**src/hdl/q2rm_pkg.sv**
```systemverilog
// Shared types and constants for the quaternion to rotation matrix core.
package q2rm_pkg;

    localparam int QBITS    = 16;   // quotient bits, one per divider cell
    localparam int NENT     = 9;    // matrix entries
    localparam int DEN_W    = 33;   // squared norm width
    localparam int REM_W    = 34;   // partial remainder width
    localparam int ENT_W    = 17;   // Q1.15 entry width, holds +1.0

    localparam logic signed [ENT_W-1:0] ONE_Q15 = 17'sd32768;

    // Payload that moves down the divider chain, nine lanes side by side.
    typedef struct packed {
        logic [NENT-1:0][REM_W-1:0] rem;
        logic [NENT-1:0][QBITS-1:0] quo;
        logic [NENT-1:0]            neg;
        logic [DEN_W-1:0]           den;
        logic                       zero;
    } div_t;

endpackage

```
**src/hdl/q2rm_cell.sv**
```systemverilog
// One restoring division cell: resolves one quotient bit in all nine lanes.
module q2rm_cell
(
    input  logic            clk,
    input  logic            rst_n,
    input  logic            adv,
    input  logic            in_valid,
    input  q2rm_pkg::div_t  in_data,
    output logic            out_valid,
    output q2rm_pkg::div_t  out_data
);
    import q2rm_pkg::*;

    logic valid_reg;
    div_t data_reg;
    div_t data_next;

    always_ff @(posedge clk or negedge rst_n)
    begin
        if (!rst_n)
        begin
            valid_reg <= 1'b0;
        end
        else if (adv)
        begin
            valid_reg <= in_valid;
        end
    end

    always_ff @(posedge clk)
    begin
        if (adv)
        begin
            data_reg <= data_next;
        end
    end

    always_comb
    begin
        logic             take;
        logic [REM_W-1:0] diff;
        data_next = in_data;
        for (int k = 0; k < NENT; k++)
        begin
            take = (in_data.rem[k] >= REM_W'(in_data.den));
            diff = take ? in_data.rem[k] - REM_W'(in_data.den) : in_data.rem[k];
            // The remainder stays below the divisor, so doubling fits.
            data_next.rem[k] = {diff[REM_W-2:0], 1'b0};
            data_next.quo[k] = {in_data.quo[k][QBITS-2:0], take};
        end
    end

    assign out_valid = valid_reg;
    assign out_data  = data_reg;

endmodule
```
**config.mk**
```make
export PLATFORM = sky130hd
export DESIGN_NAME = q2rm_cell
export DESIGN_NICKNAME = d
export VERILOG_FILES = /design/src/hdl/q2rm_pkg.sv /design/src/hdl/q2rm_cell.sv
export SDC_FILE = /design/constraint.sdc
export NUM_CORES = 1
export LEC_CHECK = 0
export BUFFER_PORTS_ARGS = -buffer_cell sky130_fd_sc_hd__clkbuf_2
export CAP_MARGIN = 10
export CORE_AREA = 3 3 389 391
export CTS_BUF_LIST = sky130_fd_sc_hd__clkbuf_8
export DETAILED_ROUTE_END_ITERATION = 7
export DIE_AREA = 0 0 392 394
export GPL_ROUTABILITY_DRIVEN = 0
export SLEW_MARGIN = 20
export SYNTH_ARGS = -nofsm -noshare
export SYNTH_HDL_FRONTEND = slang
export SYNTH_SLANG_ARGS = --single-unit
```
**constraint.sdc**
```tcl
create_clock -name clk -period 1.8 [get_ports clk]
set_input_delay 0.09 -clock clk [delete_from_list [all_inputs] [get_ports clk]]
set_output_delay 0.09 -clock clk [all_outputs]
set_load 0.02 [all_outputs]
```
==> results of run 1 <==
==> layout by cell type (no fill, tap or decap), types with 24 or more instances in the layout <==
cell type and count:
o21ai_2 79, o211ai_1 28, a21oi_2 55, ha_4 86, nand3_1 76, mux2_2 52
o21a_1 46, nand2_2 24, xor2_1 92, o21ai_0 137, nor2_1 198, clkinv_1 29
o21bai_1 30, and3_1 29, nand4_1 40, nand2_1 252, nand2b_1 36, nor2b_1 30
ha_1 204, inv_1 102, nor3_1 46, clkbuf_8 96, xnor2_1 130, a21o_1 163
edfxtp_1 484, clkbuf_2 965, buf_6 72, diode_2 33, a21oi_1 273, dlygate4sd3_1 655
mux2_4 41, nor2_4 31, o21ai_1 36, buf_12 91, buf_4 1128
==> path summary, 6_finish.rpt <==
kind                                  startpoint                      end  cells after the start
hold / removal                      in_data[333]  out_data[334]$_DFFE_PP_                      3
max in group asynchronous                  rst_n    out_valid$_DFFE_PN0P_                      3
setup / recovery                    in_data[367]  out_data[365]$_DFFE_PP_                     14
setup reg to reg           out_valid$_DFFE_PN0P_    out_valid$_DFFE_PN0P_                      2
min in group asynchronous                  rst_n    out_valid$_DFFE_PN0P_                      3
hold reg to reg            out_valid$_DFFE_PN0P_    out_valid$_DFFE_PN0P_                      2
==> power breakdown <==
group	switching, mW	internal, mW
Combinational	11.3	9.96
Clock	5.81	5.90
Sequential	0.673	14.3
==> layout make-up <==
class	instances	area, sq um
timing repair buffer	2966	23590
timing repair inverter	2	37.54
multi-input combinational	2689	22430
clock buffer	96	1321
fill	13710	82340
clock inverter	69	530.5
tap	1930	2415
sequential	485	14560
inverter	121	534.3
antenna	33	82.58
==> per-layer routing <==
layer	share of wire, %	vias up	track usage [%]
met1	39	19982	29.41
met2	45	1921	39.68
met5	0.099	-	0
met4	7.3	30	15.31
met3	8.4	528	6.417
li1	-	18884	-
==> sequential cells by signal, summed over array words and instances (netlist names) <==
signal     cells
out_data     484
out_valid      1
==> metrics by stage <==
stage | hold WS, ns | utilization, % | cells
floorplan | -0.2056 | - | 3417
global placement | -0.1348 | 34.16 | 7343
detailed placement | -0.1338 | 34.16 | 7343
CTS | -0.4921 | 41.04 | 8219
global route | -0.4209 | 44.27 | 8369
finish | -0.3765 | 44.30 | 8391
==> critical path: stages <==
cell,delay (ns)
clkbuf_2,0.08
dlygate4sd3_1,0.60
ha_4,0.32
and4_4,0.22
nand3_1,0.10
a211o_1,0.29
a31oi_4,0.19
buf_6,0.13
buf_6,0.09
o2111ai_4,0.12
and2_4,0.23
buf_6,0.15
a2111oi_2,0.38
a21o_1,0.19
==> logic make-up after synthesis <==
family	after synthesis	share of synthesized area, %
compound gates	1116	20.92
xor+xnor	229	5.862
fa+ha+maj	306	11.39
buf+inv	243	3.039
flops	485	42.55
mux	103	3.353
other cells	1	0.01096
simple gates	926	12.88
==> what timing repair did <==
action	4_1_cts	5_1_grt
hold buffers	633	90
pin swaps	75	275
endpoints found under the setup margin	306	306
gates resized for setup	254	765
hold endpoints to repair	836	95
cloned	9	25
setup buffers	70	118
==> metrics, run 1 <==
worst setup margin=-0.7492 ns; root buf cell=clkbuf_8; largest net degree at the start of global routing=56; Crit. End Element=register; Post-synth EDFFs=roughly 480; Mapped Cells=between 3,000 and 4,000; Post-Route WL=~210 mm; max-slew violations=0; Max VDD drop=slightly above 0.0005 V; Synth area leader=edfxtp_1; outcome=finished with violations; Synth Warn #=0; DR vias=41,345; # DRC=4; Hold/Removal Path Class=input port to register; area delta synth->final=91.43%; Core Area=147,800 sq um; Hold WS=-0.3765 ns; Max-slew headroom=65.34%; Tot GR Track Use=between 20 and 25%; Fin Setup TNS=-175.24 ns; max cap viols=0; Setup Skew=0 ns; sequential fraction of the synthesis area=a little over two fifths; drt pass-1 iters=8; P per Cell Area=around 730 nW/um^2; largest fanout on the critical path=5; post-synth top area share=42.48%; post-synthesis register bit count=485; Netlist Area Pre-Place=approximately 34,000 sq um; Tmin final=2.549 ns; Least-Margin Pin Slew=slightly above 0.5 ns; Die H=394 um; endpoints failing hold=15; initial antenna violation count=79; main area contributors after synthesis=edfxtp_1 (42%), ha_1 (11%), a21oi_1 (5.0%); cts bufs inserted=95; Final period util=141.6%; dpl cell area=between 50,000 and 60,000 sq um; Initial Util=between 20 and 25%; ys flop type=edfxtp_1; R2R setup slack=0.46 ns; pre-CTS setup slack=-1.768 ns; routed len/inst=24.96 um; HPWL Detailed=156.0 mm; via/cell ratio=4.927; global-route wire length before repair=275.7 mm; LEAKAGE=roughly 30 nW; count of input and output buffers=between 900 and 1,000; Horiz. Die Dim=392 um; Netlist cell types=96; CTS clock-pin slew for the worst setup and hold paths=0.06 ns; TritonCTS clock tree=done; syn_area_per_cell=around 10 sq um; total clock sinks=485; nets=7,163; Arrival @ worst endpoint=3.19 ns; num rows=between 100 and 150; # IOs=slightly below 1,000; Async S/R FF share, synth=less than 1%; share of cells above drive strength 1=48.52%; vias in the first global route=about 40,000; Starting DRT DRC Count=around 3,100; CP Launch Type=input port; synth cell count leaders=edfxtp_1 (484), a21oi_1 (341), ha_1 (297); violated checks=DRC, hold timing, setup timing; kind of critical path=input port to register; RSZ-0062 raised after global routing=true; worst endpoint required time=roughly 2.4 ns; Finish-stage setup viols=just over 300; count leader, synth=edfxtp_1; CTS max path bufs=3; final instance area=65,500 sq um; worst skew pair latency=slightly below 0.8 ns; global route total overflow=0; DIE AREA=154,400 sq um; Tot Pwr=47.94 mW; Max H-tree Level=3; antenna viol nets, final=0; highest clock rate=392.3 MHz
Power figures use the tool's default switching activity.
==> inputs of run 2 (changes only) <==
--- a/config.mk
+++ b/config.mk
@@ -5,12 +5,13 @@
 export SDC_FILE = /design/constraint.sdc
 export NUM_CORES = 1
 export LEC_CHECK = 0
+export ABC_AREA = 1
 export BUFFER_PORTS_ARGS = -buffer_cell sky130_fd_sc_hd__clkbuf_2
 export CAP_MARGIN = 10
-export CORE_AREA = 3 3 389 391
+export CORE_AREA = 3 3 387 389
 export CTS_BUF_LIST = sky130_fd_sc_hd__clkbuf_8
 export DETAILED_ROUTE_END_ITERATION = 7
-export DIE_AREA = 0 0 392 394
+export DIE_AREA = 0 0 390 392
 export GPL_ROUTABILITY_DRIVEN = 0
 export SLEW_MARGIN = 20
 export SYNTH_ARGS = -nofsm -noshare
==> run 2 against run 1 <==
  * The run ends with setup timing left
  * Register-to-register slack hardly changed
  * Non-clock buffer count is 185 lower
  * Fmax is 38% higher
  * Clock power is 4% lower
  * Final area is 8.9% higher
  * Utilization is 4.2 points higher
  * Flip-flop and latch count stayed put
  * First-iteration DRC count is 31% higher
  * Count of clock-buffer cells in the layout is 7 lower
  * Synthesized cell count is 87% higher
  * Hold slack better by 0.38 ns
  * Critical path depth stayed put
  * Critical endpoint is now out_data[446]$_DFFE_PP_
  * Highest routed layer unchanged
==> metrics, run 2 <==
outcome=finished with violations; violated checks=setup timing; largest net degree at the start of global routing=56 (unchanged); CP Buf/Inv Count=4 (-1); Crit. End Element=register; Max-slew headroom=58.31% (-7.0 points); CP startpoint=in_data[432]; CP max stage cell=dlygate4sd3_1; LEAKAGE=38.03 nW (+30%); Netlist Area Pre-Place=43,020 sq um (+26%); worst setup margin=-0.05397 ns (+0.6952 ns); max-slew violations=0 (unchanged); RSZ-0062 raised after global routing=true; main area contributors after synthesis=edfxtp_1 (34%), nand2_1 (23%), inv_1 (9.9%); Finish-stage setup viols=47 (-85%); R2R setup slack=0.45 ns (about the same); total clock sinks=485 (unchanged); clock share of power=23.7% (-0.7 points); Max H-tree Level=3 (unchanged); Hold WS=0.001822 ns (+0.3783 ns); routed len/inst=20.60 um (-17%); TritonCTS clock tree=done; kind of critical path=input port to register; Horiz. Die Dim=390 um (-0.51%); pre-CTS setup slack=-0.7167 ns (+1.051 ns); DR vias=53,330 (+29%); final core utilization=48.46% (+4.2 points); area delta synth->final=65.75%; Max VDD drop=0.0006457 V (+24%); root buf cell=clkbuf_8; via/cell ratio=4.770 (-3.2%); max FFs per register=484 (unchanged); Core Area=147,100 sq um (-0.48%); Async S/R FF share, synth=0.2062% (unchanged); ys flop type=edfxtp_1; sequential power share=32.1% (+0.8 points); NetSw=18.73 mW (+5.6%); share of cells above drive strength 1=32.12% (-16 points); worst skew pair latency=0.81 ns (+0.02 ns); Hold/Removal Path Class=input port to register; Post-synth EDFFs=484 (unchanged); CP Cell Sequence=dlygate4sd3_1 > clkbuf_2 > ha_4 > nand2_1 > nor2_2 > nand2_1 > nor2_2 > nand2_2 > nand2_2 > nor2_4 > buf_12 > clkbuf_16 > nand3_1 > nand2_1; DIE AREA=152,900 sq um (-1.0%); CTS max path bufs=3 (unchanged); # DRC=0 (-4); Tot GR Track Use=28.08% (+3.4 points); Arrival @ worst endpoint=2.41 ns (-0.78 ns); max cap viols=0 (unchanged); drt pass-1 iters=7 (-1); CP endpoint=out_data[446]$_DFFE_PP_; global-route wire length before repair=318.9 mm (+16%); Placed Cells=10,326 (+41%); Final period util=103.0% (-39 points); largest fanout on the critical path=16 (+11); Netlist cell types=41 (-57%); Fillers=14,122 (+3.0%); endpoints failing hold=0 (-15); count of input and output buffers=972 (unchanged); initial antenna violation count=38 (-52%); global route total overflow=0 (unchanged); most common cell after layout, fill and taps aside=nand2_1; RR Endpoint=out_valid$_DFFE_PN0P_; syn_area_per_cell=6.757 sq um (-33%); post-synthesis register bit count=485 (unchanged); cts bufs inserted=89 (-6.3%); sequential fraction of the synthesis area=33.85% (-8.7 points); Register-to-Register Path Depth=2 (unchanged); Mapped Cells=6,366 (+87%); highest clock rate=539.4 MHz (+38%); P per Cell Area=661.0 nW/um^2 (-9.7%); worst reg2reg path startpoint=out_valid$_DFFE_PN0P_; num rows=141 (unchanged); Least-Margin Pin Slew=0.6253 ns (+0.1185 ns); Synth area leader=edfxtp_1; CTS clock-pin slew for the worst setup and hold paths=0.06 ns (about the same); Internal Dissipation=28.40 mW (-6.0%); Initial Util=29.24% (+6.1 points); synth cell count leaders=nand2_1 (2,627), inv_1 (1,134), nand3_1 (549); Setup Skew=0 ns (unchanged); CP top delay family=buffers and inverters; crit-path most repeated cell=nand2_1; CP Launch Type=input port; vias in the first global route=50,868 (+27%); Tmin final=1.854 ns (-0.6952 ns); Logic pwr share=44.1% (about the same); nets=9,973 (+39%); Net Sw Frac=39.74% (+2.7 points); count leader, synth=nand2_1; antenna viol nets, final=0 (unchanged); Worst path max stage delay=0.59 ns (about the same); final non-filler cell total=11,180 (+33%); HPWL Detailed=180.5 mm (+16%); critical path depth=14 (unchanged); Synth Warn #=0 (unchanged); worst endpoint required time=2.35 ns (-0.09 ns); post-synth top area share=33.79% (-8.7 points); most frequent cells in the layout=nand2_1 (2,429), inv_1 (1,120), buf_4 (1,074), clkbuf_2 (921), dlygate4sd3_1 (632); Die H=392 um (-0.51%); # IOs=991 (unchanged); Starting DRT DRC Count=4,012 (+31%); Post-Route WL=230.3 mm (+10%)
run 2: cell count changes in the layout (fill, tap and decap cells not counted), moves of 103 or more:
cell	delta
a21o_1	-145
nand2_1	+2177
nand3_1	+436
a21oi_1	-103
xnor2_1	-121
nand2_2	+173
o21ai_0	-131
inv_1	+1018
run 2: cell families after synthesis:
logic type / Yosys count / share of synthesized area [%]
flops: 485 / 33.85
fa+ha+maj: 306 / 9.058
xor+xnor: 126 / 2.566
buf+inv: 1263 / 11.80
simple gates: 3967 / 40.04
mux: 1 / 0.02618
compound gates: 217 / 2.659
other cells: 1 / 0.008718
run 2: worst min-delay path: stages:
cell and delay [ns]:
dlymetal6s4s_1 0.28, clkbuf_2 0.16, nand3_1 0.07, nand2_1 0.06
run 2: area by class of cell:
type | count | area [sq um] | share of cell area [%]
repair buffers | 2781 | 21670 | 30.39
well taps | 1930 | 2415 | 3.387
multi-input cells | 4641 | 26480 | 37.14
diodes | 12 | 30.03 | 0.04212
inverters | 1172 | 4403 | 6.175
clock inverters | 70 | 523.0 | 0.7335
clock buffers | 89 | 1225 | 1.718
flip-flops and latches | 485 | 14560 | 20.42
run 2: power by group through the flow:
stage	sequential, mW	clock, mW	combinational (mW)
2_1_floorplan	16.6	0	7.56
3_3_place_gp	15.4	0	17.7
3_5_place_dp	15.3	0	17.9
4_1_cts	15.1	11.5	19.2
5_1_grt	15.2	12.0	22.5
6_report	15.1	11.2	20.8
run 2: what timing repair did:
item / in CTS / in global routing
endpoints found under the hold margin: 870 / 24
setup buffers: 0 / 27
cloned: 0 / 23
gates resized for setup: 26 / 595
pin swaps: 0 / 106
setup endpoints to repair: 15 / 301
hold buffers: 649 / 24
run 2: worst min-delay path by stage:
stage | cells after the start | slack [ns] | startpoint | endpoint
after floorplan | 0 | -0.21 | rst_n | out_valid$_DFFE_PN0P_
after global placement | 1 | -0.13 | rst_n | out_valid$_DFFE_PN0P_
after detailed placement | 1 | -0.13 | rst_n | out_valid$_DFFE_PN0P_
after CTS | 2 | 0.003 | in_data[2] | out_data[2]$_DFFE_PP_
after global routing | 5 | 0.002 | in_data[378] | out_data[379]$_DFFE_PP_
final | 4 | 0.002 | in_data[379] | out_data[380]$_DFFE_PP_
run 2: routing by layer:
layer / up-vias / wire length, um / global-route usage (%)
li1: 25582 / - / -
met1: 24435 / 87570 / 33.68
met2: 2554 / 104300 / 46.52
met3: 727 / 20700 / 5.653
met4: 32 / 17480 / 16.68
met5: - / 203 / 0
run 2: per-stage QoR:
step	area [sq um]	TNS (ns)	power, mW
2_1_floorplan	43180	-47.26	24.21
3_3_place_gp	59310	-177.86	33.06
3_5_place_dp	59310	-183.38	33.19
4_1_cts	67660	-1.302	45.84
5_1_grt	71290	-1.367	49.60
6_report	71300	-1.194	47.13
